### src/hdl/srpc_pkg.sv
package srpc_pkg;

    // Default sizes
    localparam int MAX_VALUE_DEF   = 100000;
    localparam int TABLE_DEPTH_DEF = 1024;

    // Field widths
    localparam int ENTRY_INDEX_W = 10;
    localparam int ENTRY_VALUE_W = 17;
    localparam int QUERY_W       = 32;
    localparam int COUNT_W       = 11;
    localparam int ENTRY_COUNT_W = 11;

    // Configuration port
    localparam int APB_ADDR_W = 2;
    localparam int APB_DATA_W = 32;
    localparam logic [APB_ADDR_W-1:0] ADDR_ENTRY_COUNT = 2'd0;
    localparam logic [ENTRY_COUNT_W-1:0] ENTRY_COUNT_RESET = 11'd1;

    // Commands
    localparam logic CMD_LOAD  = 1'b0;
    localparam logic CMD_QUERY = 1'b1;

    typedef enum logic [2:0] {
        S_FILL,
        S_CHECK,
        S_TEST,
        S_MARK,
        S_NEXT,
        S_DONE
    } t_sieve_state;

    typedef enum logic [3:0] {
        Q_IDLE,
        Q_START,
        Q_RD0,
        Q_RDN,
        Q_ENDS,
        Q_MID,
        Q_CMP,
        Q_FIN,
        Q_SETUP,
        Q_WALK,
        Q_DRAIN,
        Q_OUT
    } t_query_state;

endpackage

### src/hdl/srpc_sieve.sv
module srpc_sieve #(
    parameter int MAX_VALUE = srpc_pkg::MAX_VALUE_DEF,
    localparam int BW = $clog2(MAX_VALUE + 1)
) (
    input  logic          i_clk,
    input  logic          i_rst_n,
    output logic          o_done,
    output logic          o_we,
    output logic [BW-1:0] o_waddr,
    output logic          o_wdata,
    output logic [BW-1:0] o_raddr,
    input  logic          i_rdata
);
    import srpc_pkg::*;

    localparam int MW = BW + 1;

    t_sieve_state r_state, n_state;
    logic [BW-1:0] r_fill;
    logic [BW-1:0] r_base;
    logic [MW-1:0] r_sq;
    logic [MW-1:0] r_mult;
    logic          mult_over;

    assign mult_over = r_mult > MW'(MAX_VALUE);

    always_comb begin
        n_state = r_state;
        unique case (r_state)
            S_FILL:  if (r_fill == BW'(MAX_VALUE)) n_state = S_CHECK;
            S_CHECK: n_state = (r_sq > MW'(MAX_VALUE)) ? S_DONE : S_TEST;
            S_TEST:  n_state = i_rdata ? S_MARK : S_NEXT;
            S_MARK:  if (mult_over) n_state = S_NEXT;
            S_NEXT:  n_state = S_CHECK;
            S_DONE:  n_state = S_DONE;
            default: n_state = S_FILL;
        endcase
    end

    always_comb begin
        o_we    = 1'b0;
        o_waddr = r_fill;
        o_wdata = 1'b0;
        o_raddr = r_base;
        o_done  = 1'b0;
        unique case (r_state)
            S_FILL: begin
                o_we    = 1'b1;
                o_waddr = r_fill;
                o_wdata = r_fill >= BW'(2);
            end
            S_MARK: begin
                o_we    = !mult_over;
                o_waddr = r_mult[BW-1:0];
            end
            S_DONE:  o_done = 1'b1;
            default: ;
        endcase
    end

    always_ff @(posedge i_clk) begin
        if (!i_rst_n) begin
            r_state <= S_FILL;
            r_fill  <= '0;
            r_base  <= BW'(2);
            r_sq    <= MW'(4);
            r_mult  <= MW'(4);
        end else begin
            r_state <= n_state;
            unique case (r_state)
                S_FILL: r_fill <= r_fill + BW'(1);
                S_TEST: r_mult <= r_sq;
                S_MARK: r_mult <= r_mult + MW'(r_base);
                S_NEXT: begin
                    // (b+1)^2 = b^2 + 2b + 1
                    r_base <= r_base + BW'(1);
                    r_sq   <= r_sq + {r_base, 1'b1};
                end
                default: ;
            endcase
        end
    end

endmodule

### config.mk
export PLATFORM = sky130hd
export DESIGN_NAME = srpc_sieve
export DESIGN_NICKNAME = d
export VERILOG_FILES = /design/src/hdl/srpc_pkg.sv /design/src/hdl/srpc_sieve.sv
export SDC_FILE = /design/constraint.sdc
export NUM_CORES = 1
export LEC_CHECK = 0
export ABC_AREA = 1
export BUFFER_PORTS_ARGS = -buffer_cell sky130_fd_sc_hd__buf_2
export CAP_MARGIN = 10
export CORE_UTILIZATION = 45
export CTS_CLUSTER_DIAMETER = 80
export DETAILED_ROUTE_END_ITERATION = 12
export HOLD_SLACK_MARGIN = 0.08
export PLACE_DENSITY_LB_ADDON = 0.1
export REMOVE_ABC_BUFFERS = 1
export SYNTH_ARGS = -nofsm -noshare
export SYNTH_HDL_FRONTEND = slang
export SYNTH_SLANG_ARGS = --single-unit
### constraint.sdc
create_clock -name i_clk -period 2.34 [get_ports i_clk]
set_input_delay 0.468 -clock i_clk [delete_from_list [all_inputs] [get_ports i_clk]]
set_output_delay 0.468 -clock i_clk [all_outputs]
set_load 0.01 [all_outputs]
==> impl_metrics.yaml <==
run_status:
  outcome: "complete, no violations"
clocking:
  post_cts_buffers: 0
  h-tree-depth: 3
  clk_latency_ps: 350
  cts_buffer_depth: 2
  clock_sinks: 73
  cts_tree: "yes"
  hold_buffers: 0
  cts_buffers: 9
  cts_resized: 0
  cts_root_buf: "clkbuf_16"
  cts.clk_slew.worst_paths_ps: 60
floorplan:
  die_area_mm2: 0.0129
  initial_core_util_pct: 46.5
  die_w_um: 114
  die_h_um: 114
  rows: 40
  core_area_mm2: 0.0121
  io_pins: 40
sta:
  fin_tns_setup_ps: 0
  timing.slew.headroom_pct: 70.0
  fmaxAchievable_mhz: 454
  skew_ps: 6.32
  rsz0062_at_grt: "false"
  slew_violations: 0
  fin_crit_sh_pct: 94.1
  setup-violations-final: 0
  hold_viol: 0
  holdWs_ps: 493
  tightestPinTransition_ps: 450
  finalCriticalPeriod_ps: 2200
route:
  via_per_inst: 5.24
  wl_per_cell_um: 15.2
  totalWireLength_um: 17100
  drtIter0Drc: 534
  drt_drc_violations_left: 0
  first_pass_iters: 5
  num_vias: 5909
  drtAntennaViolNets: 0
worst_hold_path:
  hold_path_depth: 2
  min_path_type: "register to register"
  whs_endpoint: "r_mult[12]"
  min-delay-start: "r_mult[12]"
grt:
  grt_usage_pct: 28.4
  grt-ovfl-total: 0
  grt_max_degree: 44
  antenna_found_initial: 0
  grt_pass1_wl_um: 28300
  grt_pass1_vias: 5468
finish:
  area_delta_synth_final_pct: 14.0
  num_antenna_cells: 0
  final_cell_mix: "nand2_1, inv_1, a21oi_1"
  nFillCells: 1271
  final_common_cell: "nand2_1"
  finalNonFillerCells: 1127
  finalNetCount: 997
  layout-drive-gt1-share_pct: 10.3
setup_path:
  cp_data_arrival_time_ps: 1730
  critical_path_class: "register to primary output"
  max_stage_delay_ps: 440
  cp_top_family: "simple AND/OR/NAND/NOR gates"
  reg2reg_to: "r_mult[16]"
  start_kind: "register"
  slowest_stage: "dfxtp_1"
  worstPathRequired_ps: 1870
  cp_common_cell: "nand2_1"
  path_depth: 8
  r2r_slack_ps: 340
  worstPathMaxFanout: 4
  rr_startpoint: "o_raddr[0]"
  cp_cell_sequence: "inv_1 -> nor3_1 -> a21oi_1 -> nand2_1 -> nand2_1 -> nand2_1 -> nand2_1 -> buf_2"
  reg2reg_depth: 12
  end_kind: "primary output"
  path_buf_inv: 2
power_and_ir_drop:
  power_density_mw_per_mm2: 486
  irDropWorstVdd_uv: 445
  leakagePower_uw: 0.00298
logic_synthesis:
  synth.distinct_cells: 42
  synth_cells: 911
  synth_seq_cells: 73
  synth_edf_count: 0
  synth_area_mm2: 0.00560
  ys_warn_count: 0
  ys_dominant_reg_cell: "dfxtp_1"
  avgSynthCellArea_um2: 6.15
  synthArstFlopShare_pct: 0
  ys_seq_area_share_pct: 26.1
place:
  place_hpwl_um: 13200
  placedCellCount: 1112
  place.port_buffers: 39
  gp_congestion: 0.918
run:
  drv_cap: 0
==> worst max path at each step <==
stage	start	end	slack [ps]
after global routing	r_mult[16]	o_we	10
after CTS	r_state[0]	o_we	120
after global placement	o_raddr[0]	r_mult[16]	400
final	r_mult[16]	o_we	140
after detailed placement	o_raddr[0]	r_mult[16]	360
after floorplan	r_state[0]	o_waddr[12]	10
==> worst register-to-register path, delay by kind of cell (launching register included) <==
family / cells / cell delay, ps
adder cells (fa/ha/maj): 2 / 700
AO/OA/AOI/OAI: 1 / 50
flip-flops: 1 / 400
AND/OR/NAND/NOR: 9 / 720
==> sequential cells by signal, summed over array words and instances (netlist names) <==
register	count
r_fill	17
o_raddr	17
r_sq	18
r_mult	18
r_state	3
==> area by class of cell <==
class	count	area, µm²	share of cell area [%]
multi-input cells	682	3550	55.6
well taps	168	210	3.29
repair buffers	50	303	4.74
clock buffers	10	239	3.74
clock inverters	5	104	1.62
flip-flops and latches	73	1460	22.9
inverters	139	523	8.18
==> power breakdown <==
group	internal, µW	switching (µW)
sequential	1260	19.0
combinational	66.4	132
clock	1060	563
==> stage by stage <==
step                      total power, µW  utilization [%]  setup WS (ps)  instance area [µm²]
after detailed placement             1500             50.1            359                 6050
after CTS                            3130             53.0            124                 6390
after global placement               1500             50.1            400                 6050
final                                3100             53.0            138                 6390
after floorplan                      1430                -           14.1                 5540
after global routing                 3200             53.0           9.51                 6390
==> cell usage after synthesis (2+ instances only) <==
master / n / share of area, %
o21bai_1: 3 / 0.40
nor2_1: 83 / 5.6
nand4_1: 16 / 1.8
nor2_2: 9 / 1.0
inv_2: 4 / 0.27
dfxtp_1: 73 / 26
xor2_1: 9 / 1.4
a21oi_1: 96 / 8.6
nand2_1: 239 / 16
a22oi_1: 3 / 0.40
buf_2: 4 / 0.36
ha_1: 37 / 8.3
o21ai_0: 61 / 5.4
nand3_1: 59 / 5.3
nand2_2: 7 / 0.78
xnor2_1: 5 / 0.78
nor2_4: 4 / 0.80
or2_2: 3 / 0.33
fa_1: 2 / 0.71
o21a_1: 4 / 0.54
and2_1: 3 / 0.33
nor3_1: 17 / 1.5
nor4_1: 2 / 0.22
inv_1: 133 / 8.9
a31oi_1: 5 / 0.56
o211ai_1: 2 / 0.27
clkbuf_1: 13 / 0.87
==> logic make-up (layout without fill, tap and decap cells) <==
| kind of cell | count (synthesis) | in the layout | synth area share (%) |
|---|---|---|---|
| xor gates and xnor gates | 14 | 14 | 2.19 |
| AOI/OAI and AO/OA | 182 | 182 | 17.3 |
| buffers and inverters | 156 | 204 | 10.6 |
| and+or+nand+nor | 447 | 447 | 34.9 |
| DFF | 73 | 73 | 26.1 |
| adders and majority gates | 39 | 39 | 8.98 |
==> per-layer routing <==
metal  track usage [%]  vias up  part of all wire (%)
met4              10.3        0                   2.4
met5                 0        -                     0
li1                  -     3059                     -
met2              44.1      159                    43
met1              39.4     2660                    48
met3              4.99       31                   6.8
(Power assumes the default switching activity.)
