==> config.mk <==
export PLATFORM = sky130hd
export DESIGN_NAME = srpc_query
export DESIGN_NICKNAME = d
export VERILOG_FILES = /design/src/hdl/srpc_pkg.sv /design/src/hdl/srpc_query.sv
export SDC_FILE = /design/constraint.sdc
export NUM_CORES = 1
export LEC_CHECK = 0
export BUFFER_PORTS_ARGS = -buffer_cell sky130_fd_sc_hd__clkbuf_2
export CAP_MARGIN = 20
export CORE_MARGIN = 10
export CORE_UTILIZATION = 58
export CTS_CLUSTER_SIZE = 10
export DETAILED_ROUTE_END_ITERATION = 12
export GPL_TIMING_DRIVEN = 0
export PLACE_DENSITY = 0.78
export SYNTH_ARGS = -nofsm -noshare
export SYNTH_HDL_FRONTEND = slang
export SYNTH_SLANG_ARGS = --single-unit
==> constraint.sdc <==
create_clock -name i_clk -period 5.4 [get_ports i_clk]
set_clock_uncertainty 0.2 [all_clocks]
set_input_delay 0.54 -clock i_clk [delete_from_list [all_inputs] [get_ports i_clk]]
set_output_delay 0.54 -clock i_clk [all_outputs]
set_load 0.01 [all_outputs]
==> src/hdl/srpc_pkg.sv <==
package srpc_pkg;

    // Default sizes
    localparam int MAX_VALUE_DEF   = 100000;
    localparam int TABLE_DEPTH_DEF = 1024;

    // Field widths
    localparam int ENTRY_INDEX_W = 10;
    localparam int ENTRY_VALUE_W = 17;
    localparam int QUERY_W       = 32;
    localparam int COUNT_W       = 11;
    localparam int ENTRY_COUNT_W = 11;

    // Configuration port
    localparam int APB_ADDR_W = 2;
    localparam int APB_DATA_W = 32;
    localparam logic [APB_ADDR_W-1:0] ADDR_ENTRY_COUNT = 2'd0;
    localparam logic [ENTRY_COUNT_W-1:0] ENTRY_COUNT_RESET = 11'd1;

    // Commands
    localparam logic CMD_LOAD  = 1'b0;
    localparam logic CMD_QUERY = 1'b1;

    typedef enum logic [2:0] {
        S_FILL,
        S_CHECK,
        S_TEST,
        S_MARK,
        S_NEXT,
        S_DONE
    } t_sieve_state;

    typedef enum logic [3:0] {
        Q_IDLE,
        Q_START,
        Q_RD0,
        Q_RDN,
        Q_ENDS,
        Q_MID,
        Q_CMP,
        Q_FIN,
        Q_SETUP,
        Q_WALK,
        Q_DRAIN,
        Q_OUT
    } t_query_state;

endpackage

==> src/hdl/srpc_query.sv <==
module srpc_query #(
    parameter int MAX_VALUE   = srpc_pkg::MAX_VALUE_DEF,
    parameter int TABLE_DEPTH = srpc_pkg::TABLE_DEPTH_DEF,
    localparam int AW = (TABLE_DEPTH > 1) ? $clog2(TABLE_DEPTH) : 1,
    localparam int BW = $clog2(MAX_VALUE + 1)
) (
    input  logic                                i_clk,
    input  logic                                i_rst_n,
    input  logic                                i_start,
    input  logic [srpc_pkg::ENTRY_COUNT_W-1:0]  i_entry_count,
    input  logic signed [srpc_pkg::QUERY_W-1:0] i_low,
    input  logic signed [srpc_pkg::QUERY_W-1:0] i_high,
    output logic                                o_busy,
    output logic                                o_done,
    output logic [srpc_pkg::COUNT_W-1:0]        o_count,
    output logic [AW-1:0]                       o_tbl_raddr,
    input  logic [srpc_pkg::ENTRY_VALUE_W-1:0]  i_tbl_rdata,
    output logic [BW-1:0]                       o_bm_raddr,
    input  logic                                i_bm_rdata
);
    import srpc_pkg::*;

    localparam int NW = $clog2(TABLE_DEPTH + 1);
    localparam int CW = QUERY_W + 1;

    t_query_state r_state, n_state;

    logic signed [QUERY_W-1:0] r_low, r_high;
    logic [NW-1:0]  r_n, n_sat;
    logic           r_side;        // 0: first match of low, 1: last match of high
    logic [AW-1:0]  r_lo, r_hi, r_mid, r_lpos, r_rpos, r_walk;
    logic           r_below, r_eq0;
    logic           r_v1, r_v2, r_inr;
    logic [COUNT_W-1:0] r_count;

    logic [AW-1:0]  last_pos, mid;
    logic [AW:0]    mid_sum;
    logic           span_open;
    logic signed [CW-1:0] cmp_a, cmp_b;
    logic           cmp_lt, cmp_eq, cmp_gt;
    logic [31:0]    val32;

    assign n_sat = (32'(i_entry_count) > TABLE_DEPTH) ? NW'(TABLE_DEPTH) : NW'(i_entry_count);
    assign last_pos  = AW'(r_n - NW'(1));
    assign mid_sum   = {1'b0, r_lo} + {1'b0, r_hi};
    assign mid       = mid_sum[AW:1];
    assign span_open = {1'b0, r_hi} > ({1'b0, r_lo} + (AW+1)'(1));

    // shared compare unit: bound ordering first, then table word against key
    always_comb begin
        if (r_state == Q_START) begin
            cmp_a = CW'(r_low);
            cmp_b = CW'(r_high);
        end else begin
            cmp_a = signed'(CW'(i_tbl_rdata));
            cmp_b = r_side ? CW'(r_high) : CW'(r_low);
        end
    end
    assign cmp_lt = cmp_a < cmp_b;
    assign cmp_eq = cmp_a == cmp_b;
    assign cmp_gt = !cmp_lt && !cmp_eq;

    assign val32      = 32'(i_tbl_rdata);
    assign o_bm_raddr = val32[BW-1:0];

    always_comb begin
        n_state = r_state;
        unique case (r_state)
            Q_IDLE:  if (i_start) n_state = Q_START;
            Q_START: n_state = (r_n == '0 || cmp_gt) ? Q_OUT : Q_RD0;
            Q_RD0:   n_state = Q_RDN;
            Q_RDN:   n_state = Q_ENDS;
            Q_ENDS: begin
                if (r_below || cmp_lt) begin
                    n_state = Q_OUT;
                end else if (!r_side && r_eq0) begin
                    n_state = Q_RD0;
                end else if (r_side && cmp_eq) begin
                    n_state = Q_SETUP;
                end else begin
                    n_state = Q_MID;
                end
            end
            Q_MID:   n_state = span_open ? Q_CMP : Q_FIN;
            Q_CMP:   n_state = Q_MID;
            Q_FIN: begin
                if (!cmp_eq) begin
                    n_state = Q_OUT;
                end else begin
                    n_state = r_side ? Q_SETUP : Q_RD0;
                end
            end
            Q_SETUP: n_state = (r_lpos > r_rpos) ? Q_OUT : Q_WALK;
            Q_WALK:  if (r_walk == r_rpos) n_state = Q_DRAIN;
            Q_DRAIN: if (!r_v1 && !r_v2) n_state = Q_OUT;
            Q_OUT:   n_state = Q_IDLE;
            default: n_state = Q_IDLE;
        endcase
    end

    always_comb begin
        o_tbl_raddr = '0;
        unique case (r_state)
            Q_RDN:   o_tbl_raddr = last_pos;
            Q_MID:   o_tbl_raddr = span_open ? mid : (r_side ? r_lo : r_hi);
            Q_WALK:  o_tbl_raddr = r_walk;
            default: o_tbl_raddr = '0;
        endcase
    end

    assign o_busy  = r_state != Q_IDLE;
    assign o_done  = r_state == Q_OUT;
    assign o_count = r_count;

    always_ff @(posedge i_clk) begin
        if (!i_rst_n) begin
            r_state <= Q_IDLE;
            r_side  <= 1'b0;
            r_v1    <= 1'b0;
            r_v2    <= 1'b0;
        end else begin
            r_state <= n_state;
            r_v1    <= r_state == Q_WALK;
            r_v2    <= r_v1;
            unique case (r_state)
                Q_IDLE: begin
                    if (i_start) begin
                        r_low   <= i_low;
                        r_high  <= i_high;
                        r_n     <= n_sat;
                        r_side  <= 1'b0;
                        r_count <= '0;
                    end
                end
                Q_RDN: begin
                    r_below <= cmp_gt;
                    r_eq0   <= cmp_eq;
                end
                Q_ENDS: begin
                    r_lo <= '0;
                    r_hi <= last_pos;
                    if (!r_side && r_eq0) begin
                        r_lpos <= '0;
                        r_side <= 1'b1;
                    end
                    if (r_side && cmp_eq) begin
                        r_rpos <= last_pos;
                    end
                end
                Q_MID: r_mid <= mid;
                Q_CMP: begin
                    if (!r_side) begin
                        if (cmp_lt) r_lo <= r_mid;
                        else        r_hi <= r_mid;
                    end else begin
                        if (cmp_gt) r_hi <= r_mid;
                        else        r_lo <= r_mid;
                    end
                end
                Q_FIN: begin
                    if (cmp_eq) begin
                        if (!r_side) begin
                            r_lpos <= r_hi;
                            r_side <= 1'b1;
                        end else begin
                            r_rpos <= r_lo;
                        end
                    end
                end
                Q_SETUP: r_walk <= r_lpos;
                Q_WALK:  r_walk <= r_walk + AW'(1);
                default: ;
            endcase
            // count walk: table word, then bitmap bit
            r_inr <= val32 <= 32'(MAX_VALUE);
            if (r_v2 && r_inr && i_bm_rdata) begin
                r_count <= r_count + COUNT_W'(1);
            end
        end
    end

endmodule

==> results.json, run 1 <==
{
  "first_global_vias": 6930,
  "crit_arrival_ns": 4.77,
  "routed_wl_um": 21900,
  "tightestPinTransition_ns": 0.912,
  "rsz0062_at_grt": "no",
  "cts_sinks": 156,
  "drt-initial-drc-count": 627,
  "clk_pin_slew_ns": 0.06,
  "synth.area.top_cells": "edfxtp_1 (49%), ha_1 (9.0%), mux2i_1 (4.0%)",
  "busiest_layer": "met2",
  "crit_type": "flop to flop",
  "r2r_end": "r_lo[7]$_SDFFCE_PN0P_",
  "cts_root_buffer": "clkbuf_16",
  "end_kind": "flop",
  "path_cells": "clkbuf_8 > nand2b_1 > nor3_2 > clkbuf_1 > mux2_2 > ha_1 > nand4_1 > nor4_1 > a32oi_1 > a21oi_1 > o21bai_2 > o311ai_0 > nor3_2 > buf_2",
  "stdcell_count": 1201,
  "wl_per_cell_um": 18.2,
  "met3_usage": 0.0438,
  "finalMaxSlewViolations": 0,
  "synth_seq_cells": 156,
  "ys.flop_type": "edfxtp_1",
  "ios": 136,
  "path_common_cell": "nor3_2",
  "clock.fmax_ghz": 0.207,
  "synth_area_sq_um": 9160,
  "hold_viol": 0,
  "overflow": 0,
  "drc": 0,
  "worst_slack_ns": 0.566,
  "drive_above_1_share": 0.238,
  "netlist_instances": 818,
  "synth.avg_cell_area_sq_um": 11.2,
  "layout_commonest_cell": "edfxtp_1",
  "core_sq_um": 15300,
  "worstHoldPathCells": 1,
  "place.gp.congestion": 0.925,
  "setup_viol": 0,
  "track_usage": 0.205,
  "start_kind": "flop",
  "powerDensity_nw_per_um2": 397,
  "hold_class": "input port to flop",
  "synthesis.nets": 981,
  "yosysSeqAreaShare": 0.504,
  "hold_buffers": 0,
  "syn2layout_area_growth_pct": 17.5,
  "rows": 45,
  "dieArea_sq_um": 21200,
  "synth-edff-count": 149,
  "slowest_delay_ns": 0.49,
  "final_cell_mix": "edfxtp_1 (149), clkbuf_2 (134), nor2_1 (71)",
  "h-tree-depth": 4,
  "ir_worst_vdd_uv": 242,
  "cap_violations": 0,
  "worstReg2RegStart": "r_state[0]$_SDFFE_PN0P_",
  "dp_slack_ns": 0.371,
  "hp-start": "i_low[18]",
  "p_leak_nw": 4.42,
  "postRouteAntennaNets": 0,
  "synthDistinctLibCells": 62,
  "worstHoldEndpoint": "r_low[18]$_DFFE_PP_",
  "viasPerCell": 5.70,
  "crit_fanout": 10,
  "fin_area_sq_um": 10800,
  "grt_max_degree": 32,
  "gr-usage-met2": 0.327,
  "yosysWarnings": 0,
  "cts_buffers": 17,
  "nNetsFinal": 1140,
  "dr.pass1.iters": 7,
  "port_buffers": 134,
  "fin_crit_ns": 4.83,
  "initial_utilization": 0.598,
  "antenna_found_initial": 0,
  "worstPathRequired_ns": 5.33,
  "vias": 6845,
  "synth_largest_area_cell": "edfxtp_1",
  "cts_tree": "done",
  "die_h_um": 146,
  "synth_top_area_frac": 0.488,
  "post-place-cells": 1168,
  "grt_use_met1": 0.270,
  "setup_tns_ns": 0,
  "crit_path_top_delay_cell": "clkbuf_1",
  "status": "completed",
  "cts_setup_buffers": 0,
  "antennaDiodeCount": 0,
  "reg2reg_depth": 14,
  "worstSkewPairLatency_ns": 0.43,
  "dieWidth_um": 146,
  "grt_pass1_wl_um": 35200,
  "async_reset_ff_frac": 0,
  "cts-resized-gates": 0,
  "min_period_over_period": 0.895,
  "place_hpwl_um": 17100,
  "cts_buffer_depth": 2,
  "fillers": 1168,
  "postPlaceCellArea_sq_um": 10200,
  "slew_headroom": 0.390,
  "ff2ff_setup_slack_ns": 0.57
}
## sequential cells by signal, summed over array words and instances (netlist names)
signal and cells:
r_high 32, r_low 32, o_count 11, r_n 11, r_hi 10, r_lo 10, r_lpos 10, r_mid 10
r_rpos 10, r_walk 10, r_state 4, r_below 1, r_eq0 1, r_inr 1, r_side 1, r_v1 1
r_v2 1
## per-layer routing
metal | up-vias | wire length, um
met5 | - | 0
met3 | 30 | 1440
met4 | 0 | 404
met2 | 241 | 10300
met1 | 3243 | 9730
li1 | 3331 | -
## report_power, final
group | leakage [nW] | internal [W] | switching [W]
Combinational | 2.72 | 0.000610 | 0.000866
Sequential | 1.41 | 0.00151 | 0.0000940
Clock | 0.286 | 0.000688 | 0.000502
Total | 4.42 | 0.00281 | 0.00146
## per-stage QoR
step,utilization,power (W),hold slack [ns]
global placement,0.659,0.00303,0.247
detailed placement,0.664,0.00308,0.249
global route,0.703,0.00451,0.0660
floorplan,-,0.00266,0.231
finish,0.703,0.00427,0.0815
CTS,0.702,0.00428,0.0698
## worst max-delay path by stage
stage                                        from                     to  slack (ns)  cells after the start
after floorplan           r_state[0]$_SDFFE_PN0P_    r_high[0]$_DFFE_PP_        0.79                      4
after global placement                    i_rst_n   r_high[18]$_DFFE_PP_       -0.74                      3
after detailed placement  r_state[0]$_SDFFE_PN0P_  r_lo[8]$_SDFFCE_PN0P_        0.37                     14
after CTS                 r_state[0]$_SDFFE_PN0P_  r_lo[8]$_SDFFCE_PN0P_        0.32                     14
after global routing      r_state[0]$_SDFFE_PN0P_  r_lo[7]$_SDFFCE_PN0P_        0.15                     14
final                     r_state[0]$_SDFFE_PN0P_  r_lo[7]$_SDFFCE_PN0P_        0.57                     14
## area by class of cell
class | instances | area (sq um) | area share
plain buffers | 48 | 300 | 0.0279
clock buffers | 17 | 425 | 0.0395
clock inverters | 15 | 163 | 0.0151
inverters | 36 | 135 | 0.0125
multi-input cells | 578 | 4130 | 0.384
flip-flops and latches | 156 | 4610 | 0.428
well taps | 211 | 264 | 0.0245
repair buffers | 140 | 736 | 0.0683
## synthesized netlist by cell type (all sizes together) (9+ instances only)
cell type and instances:
a21oi 59, o21ai 31, inv 34, xor2 17
o211ai 9, nand3 24, buf 29, nor3 16
mux2 21, nor2b 14, ha 66, clkbuf 19
and3 18, xnor2 32, and2 27, nand4 14
nand2 44, edfxtp 149, nor2 72, mux2i 37
## critical path: cells and delay by family (launching register included)
kind / cells / cell delay (ns)
flops: 1 / 0.34
mux: 1 / 0.40
simple gates: 5 / 1.54
buf+inv: 3 / 0.93
fa+ha+maj: 1 / 0.33
compound gates: 4 / 0.81
## kinds of logic (layout without fill, tap and decap cells)
family / count (synthesis) / count (layout) / synth area share
AOI/OAI and AO/OA: 155 / 155 / 0.106
buffers and inverters: 84 / 256 / 0.0475
adders and majority gates: 67 / 67 / 0.0923
xor gates and xnor gates: 49 / 49 / 0.0468
muxes: 58 / 58 / 0.0662
DFF: 156 / 156 / 0.504
and+or+nand+nor: 249 / 249 / 0.138
Note: power is estimated with default switching activity, not from simulation.
==> run 2, diff against run 1 <==
- PLACE_DENSITY: 0.78 -> unset
- PLACE_DENSITY_LB_ADDON: unset -> 0.25
==> run 2 against run 1 <==
  * Sequential cell count unchanged
  * Fmax down 1.3%
  * Sequential power about the same
  * Register-to-register slack worse by 0.07 ns
  * Critical path depth unchanged
  * Sequential share of layout area up 0.065 points
  * Die area unchanged
  * Core utilization down 0.11 points
  * First-iteration DRC count down 21%
  * Power down 1.5%
  * Clock power about the same
  * Highest routed layer unchanged
==> results.json, run 2 (same netlist as run 1, synthesis figures left out) <==
{
  "status": "completed",
  "dr.pass1.iters": 5,
  "slowest_delay_ns": 0.46,
  "crit_fanout": 10,
  "drt-initial-drc-count": 497,
  "cts_buffers": 17,
  "path_buf_inv": 3,
  "overflow": 0,
  "layout_commonest_cell": "edfxtp_1",
  "track_usage": 0.199,
  "fin_crit_ns": 4.90,
  "die_h_um": 146,
  "postRouteAntennaNets": 0,
  "antennaDiodeCount": 0,
  "rows": 45,
  "place.gp.congestion": 0.925,
  "wl_per_cell_um": 17.5,
  "whs_ns": 0.0894,
  "hold_buffers": 0,
  "cts-resized-gates": 0,
  "first_global_vias": 6887,
  "crit_type": "flop to flop",
  "initial_utilization": 0.598,
  "power_w": 0.00421,
  "path_cells": "clkbuf_8 > nand2b_1 > nor3_2 > buf_2 > mux2_2 > ha_1 > nand4_1 > nor4_1 > a32oi_1 > a21oi_1 > o21bai_2 > o311ai_0 > nor3_1 > buf_2",
  "cts_setup_buffers": 0,
  "worstSkewPairLatency_ns": 0.42,
  "drive_above_1_share": 0.235,
  "place_hpwl_um": 16900,
  "min_period_over_period": 0.907,
  "powerDensity_nw_per_um2": 392,
  "nNetsFinal": 1140,
  "top_regs": "r_high: 32 flops, r_low: 32 flops",
  "worstPathRequired_ns": 5.32,
  "routed_wl_um": 21000,
  "syn2layout_area_growth_pct": 17.4,
  "crit_path_top_delay_cell": "nor3_2",
  "crit_family": "simple AND/OR/NAND/NOR gates",
  "cts_root_buffer": "clkbuf_16",
  "tightestPinTransition_ns": 0.938,
  "ios": 136,
  "grt_max_degree": 36,
  "dieWidth_um": 146,
  "clk_pin_slew_ns": 0.06,
  "hold_viol": 0,
  "cts_tree": "done",
  "port_buffers": 134,
  "cts_sinks": 156,
  "rsz0062_at_grt": "no",
  "start_kind": "flop",
  "slew_headroom": 0.373,
  "drc": 0,
  "cap_violations": 0,
  "dieArea_sq_um": 21200,
  "p_leak_nw": 4.41,
  "ir_worst_vdd_uv": 245,
  "setup_viol": 0,
  "antenna_found_initial": 0,
  "hold_class": "input port to flop",
  "crit_arrival_ns": 4.82,
  "end_kind": "flop",
  "core_sq_um": 15300,
  "final_cell_mix": "edfxtp_1 (149), clkbuf_2 (135), nor2_1 (71)",
  "finalMaxSlewViolations": 0,
  "viasPerCell": 5.64,
  "cts_buffer_depth": 2,
  "grt_pass1_wl_um": 34500,
  "vias": 6769,
  "h-tree-depth": 4,
  "clock.fmax_ghz": 0.204,
  "path_common_cell": "buf_2"
}
run 2: cell types whose count changed in the layout (fill, tap and decap cells not counted):
cell | previous run | this run
clkbuf_1 | 17 | 19
inv_6 | 4 | 2
clkbuf_2 | 134 | 135
clkinv_2 | 3 | 2
clkinv_4 | 3 | 2
clkinvlp_4 | 2 | 3
nor3_1 | 14 | 15
nor3_2 | 2 | 1
run 2: stage by stage:
| stage | TNS (ns) | instances | util | cell area (sq um) | setup slack, ns |
|---|---|---|---|---|---|
| 2_1_floorplan | 0 | 818 | - | 9160 | 0.787 |
| 3_3_place_gp | -52.68 | 1163 | 0.659 | 10100 | -0.700 |
| 5_1_grt | 0 | 1201 | 0.702 | 10800 | 0.0119 |
| 6_report | 0 | 1201 | 0.702 | 10800 | 0.500 |
| 3_5_place_dp | 0 | 1169 | 0.664 | 10200 | 0.336 |
| 4_1_cts | 0 | 1201 | 0.702 | 10800 | 0.241 |
run 2: routing by layer:
| layer | track usage | vias up | wire length (um) |
|---|---|---|---|
| li1 | - | 3334 | - |
| met1 | 0.256 | 3178 | 9380 |
| met2 | 0.322 | 231 | 9950 |
| met3 | 0.0491 | 26 | 1330 |
| met4 | 0.0677 | 0 | 363 |
| met5 | 0 | - | 0 |
run 2: power by group:
part / leakage, nW / internal (W) / switching [W]
registers: 1.41 / 0.00151 / 0.0000899
clock network: 0.273 / 0.000685 / 0.000473
logic: 2.72 / 0.000608 / 0.000841
total: 4.41 / 0.00281 / 0.00140
run 2: layout make-up:
type                    instances  area, sq um
flip-flops and latches        156         4610
multi-input cells             578         4130
clock inverters                12          139
inverters                      36          135
repair buffers                140          736
plain buffers                  48          302
clock buffers                  20          437
fillers                      1203         4560
well taps                     211          264
run 2: final timing paths:
check                                        startpoint                     to  slack (ns)  depth (start not counted)
worst min register to register          r_v1$_SDFF_PN0_        r_v2$_SDFF_PN0_        0.26                          1
worst max register to register  r_state[0]$_SDFFE_PN0P_  r_lo[8]$_SDFFCE_PN0P_        0.50                         14
worst max-delay path            r_state[0]$_SDFFE_PN0P_  r_lo[8]$_SDFFCE_PN0P_        0.50                         14
worst min-delay path                  i_entry_count[10]  r_n[10]$_SDFFCE_PN1P_        0.09                          1
run 2: worst reg2reg max path, cell delays in order, from the launching register on:
cell      delay (ns)
dfxtp_1         0.35
clkbuf_8        0.17
nand2b_1        0.13
nor3_2          0.46
buf_2           0.37
mux2_2          0.37
ha_1            0.32
nand4_1         0.23
nor4_1          0.46
a32oi_1         0.18
a21oi_1         0.23
o21bai_2        0.21
o311ai_0        0.16
nor3_1          0.46
buf_2           0.31
==> run 3, diff against run 2 <==
- CORE_ASPECT_RATIO: unset -> 0.75
==> run 3 against run 2 <==
  * Die area is 0.24% higher
  * Sequential power about the same
  * Critical path depth shrank 1
  * Fmax is 2.0% higher
  * Via count grew 0.58%
  * Non-clock buffer count decreased by 1
  * Power rose by 0.58%
  * Routed wire length up 5.2%
  * Register-to-register slack improved by 0.097 ns
  * Worst hold slack worse by 0.019 ns
  * Critical endpoint unchanged
  * Largest cell class unchanged
  * Largest power group unchanged
==> results.json, run 3 (same netlist as run 1, synthesis figures left out) <==
{
  "cts_root_buffer": "clkbuf_16",
  "place.gp.congestion": 0.974,
  "first_global_vias": 6760,
  "worstSkewPairLatency_ns": 0.44,
  "dr.pass1.iters": 5,
  "finalMaxSlewViolations": 0,
  "cts_buffers": 17,
  "min_period_over_period": 0.889,
  "stdcell_count": 1194,
  "rows": 39,
  "slew_headroom": 0.350,
  "p_leak_nw": 4.39,
  "clk_pin_slew_ns": 0.06,
  "top_regs": "r_high: 32 flops, r_low: 32 flops",
  "postRouteAntennaNets": 0,
  "end_kind": "flop",
  "worst_slack_ns": 0.597,
  "initial_utilization": 0.596,
  "status": "completed",
  "port_buffers": 134,
  "hold_viol": 0,
  "nNetsFinal": 1139,
  "fin_crit_ns": 4.80,
  "drive_above_1_share": 0.237,
  "dieWidth_um": 165,
  "path_cells": "clkbuf_8 > nand2b_1 > nor3_2 > clkbuf_2 > mux2_2 > ha_1 > nand4_1 > nor4_1 > a32oi_1 > a21oi_1 > o21bai_2 > o311ai_0 > nor3_4",
  "fin_util": 0.699,
  "layout_commonest_cell": "edfxtp_1",
  "powerDensity_nw_per_um2": 394,
  "routed_wl_um": 22100,
  "start_kind": "flop",
  "antenna_found_initial": 0,
  "drt-initial-drc-count": 659,
  "grt_pass1_wl_um": 35500,
  "syn2layout_area_growth_pct": 17.2,
  "final_cell_mix": "edfxtp_1 (149), clkbuf_2 (135), nor2_1 (71)",
  "ir_worst_vdd_uv": 264,
  "wl_per_cell_um": 18.5,
  "antennaDiodeCount": 0,
  "track_usage": 0.212,
  "place_hpwl_um": 17200,
  "rsz0062_at_grt": "no",
  "hold_buffers": 0,
  "crit_arrival_ns": 4.67,
  "cts_tree": "done",
  "vias": 6808,
  "ios": 136,
  "whs_ns": 0.0705,
  "overflow": 0,
  "dieArea_sq_um": 21300,
  "crit_fanout": 10,
  "tightestPinTransition_ns": 0.971,
  "setup_viol": 0,
  "ff2ff_setup_slack_ns": 0.60,
  "viasPerCell": 5.70,
  "crit_type": "flop to flop",
  "h-tree-depth": 4,
  "core_sq_um": 15400,
  "cts_sinks": 156,
  "post-place-cells": 1162,
  "crit_path_top_delay_cell": "nor3_4",
  "drc": 0,
  "cts_buffer_depth": 2,
  "worstPathRequired_ns": 5.27,
  "die_h_um": 129,
  "cap_violations": 0,
  "clock.fmax_ghz": 0.208,
  "grt_max_degree": 29,
  "slowest_delay_ns": 0.50,
  "hold_class": "input port to flop",
  "dp_slack_ns": 0.262
}
[run 3: stage by stage]
stage / total power (W) / TNS (ns) / area, sq um
after floorplan: 0.00266 / 0 / 9160
after global placement: 0.00304 / -63.56 / 10100
after detailed placement: 0.00308 / 0 / 10200
after CTS: 0.00423 / 0 / 10700
after global routing: 0.00448 / 0 / 10700
final: 0.00423 / 0 / 10700
[run 3: power by group]
| group | switching [W] | internal [W] |
|---|---|---|
| clock network | 0.000507 | 0.000643 |
| registers | 0.0000940 | 0.00151 |
| logic | 0.000867 | 0.000610 |
[run 3: final timing paths]
path | endpoint | depth (start not counted) | from
setup / recovery | r_lo[8]$_SDFFCE_PN0P_ | 13 | r_state[0]$_SDFFE_PN0P_
hold / removal | r_n[10]$_SDFFCE_PN1P_ | 1 | i_entry_count[10]
setup reg to reg | r_lo[8]$_SDFFCE_PN0P_ | 13 | r_state[0]$_SDFFE_PN0P_
hold reg to reg | r_v2$_SDFF_PN0_ | 1 | r_v1$_SDFF_PN0_
[run 3: what timing repair did]
action / 4_1_cts / 5_1_grt
resized for setup: 0 / 3
endpoints found under the hold margin: 0 / 0
setup endpoints to repair: 0 / 10
buffers inserted: 0 / 0
[run 3: final cells by class]
class                      instances  area [sq um]
clock inverter                    14           134
fill                            1141          4630
buffer                            48           302
inverter                          36           135
multi-input combinational        578          4140
tap                              205           256
sequential                       156          4610
clock buffer                      18           429
timing repair buffer             139           731
[run 3: critical path, delay by kind of cell, from the launching register on]
kind | cells | cell delay, ns
flip-flops | 1 | 0.34
AND/OR/NAND/NOR | 5 | 1.75
buffers and inverters | 2 | 0.53
AO/OA/AOI/OAI | 4 | 0.89
adder cells (fa/ha/maj) | 1 | 0.35
multiplexers | 1 | 0.38
[run 3: metal layers]
metal  part of all wire  GRT usage  vias up
met5                  0          0        -
met3              0.092     0.0513       24
li1                   -          -     3327
met2               0.44      0.314      292
met1               0.46      0.305     3165
met4              0.012     0.0582        0
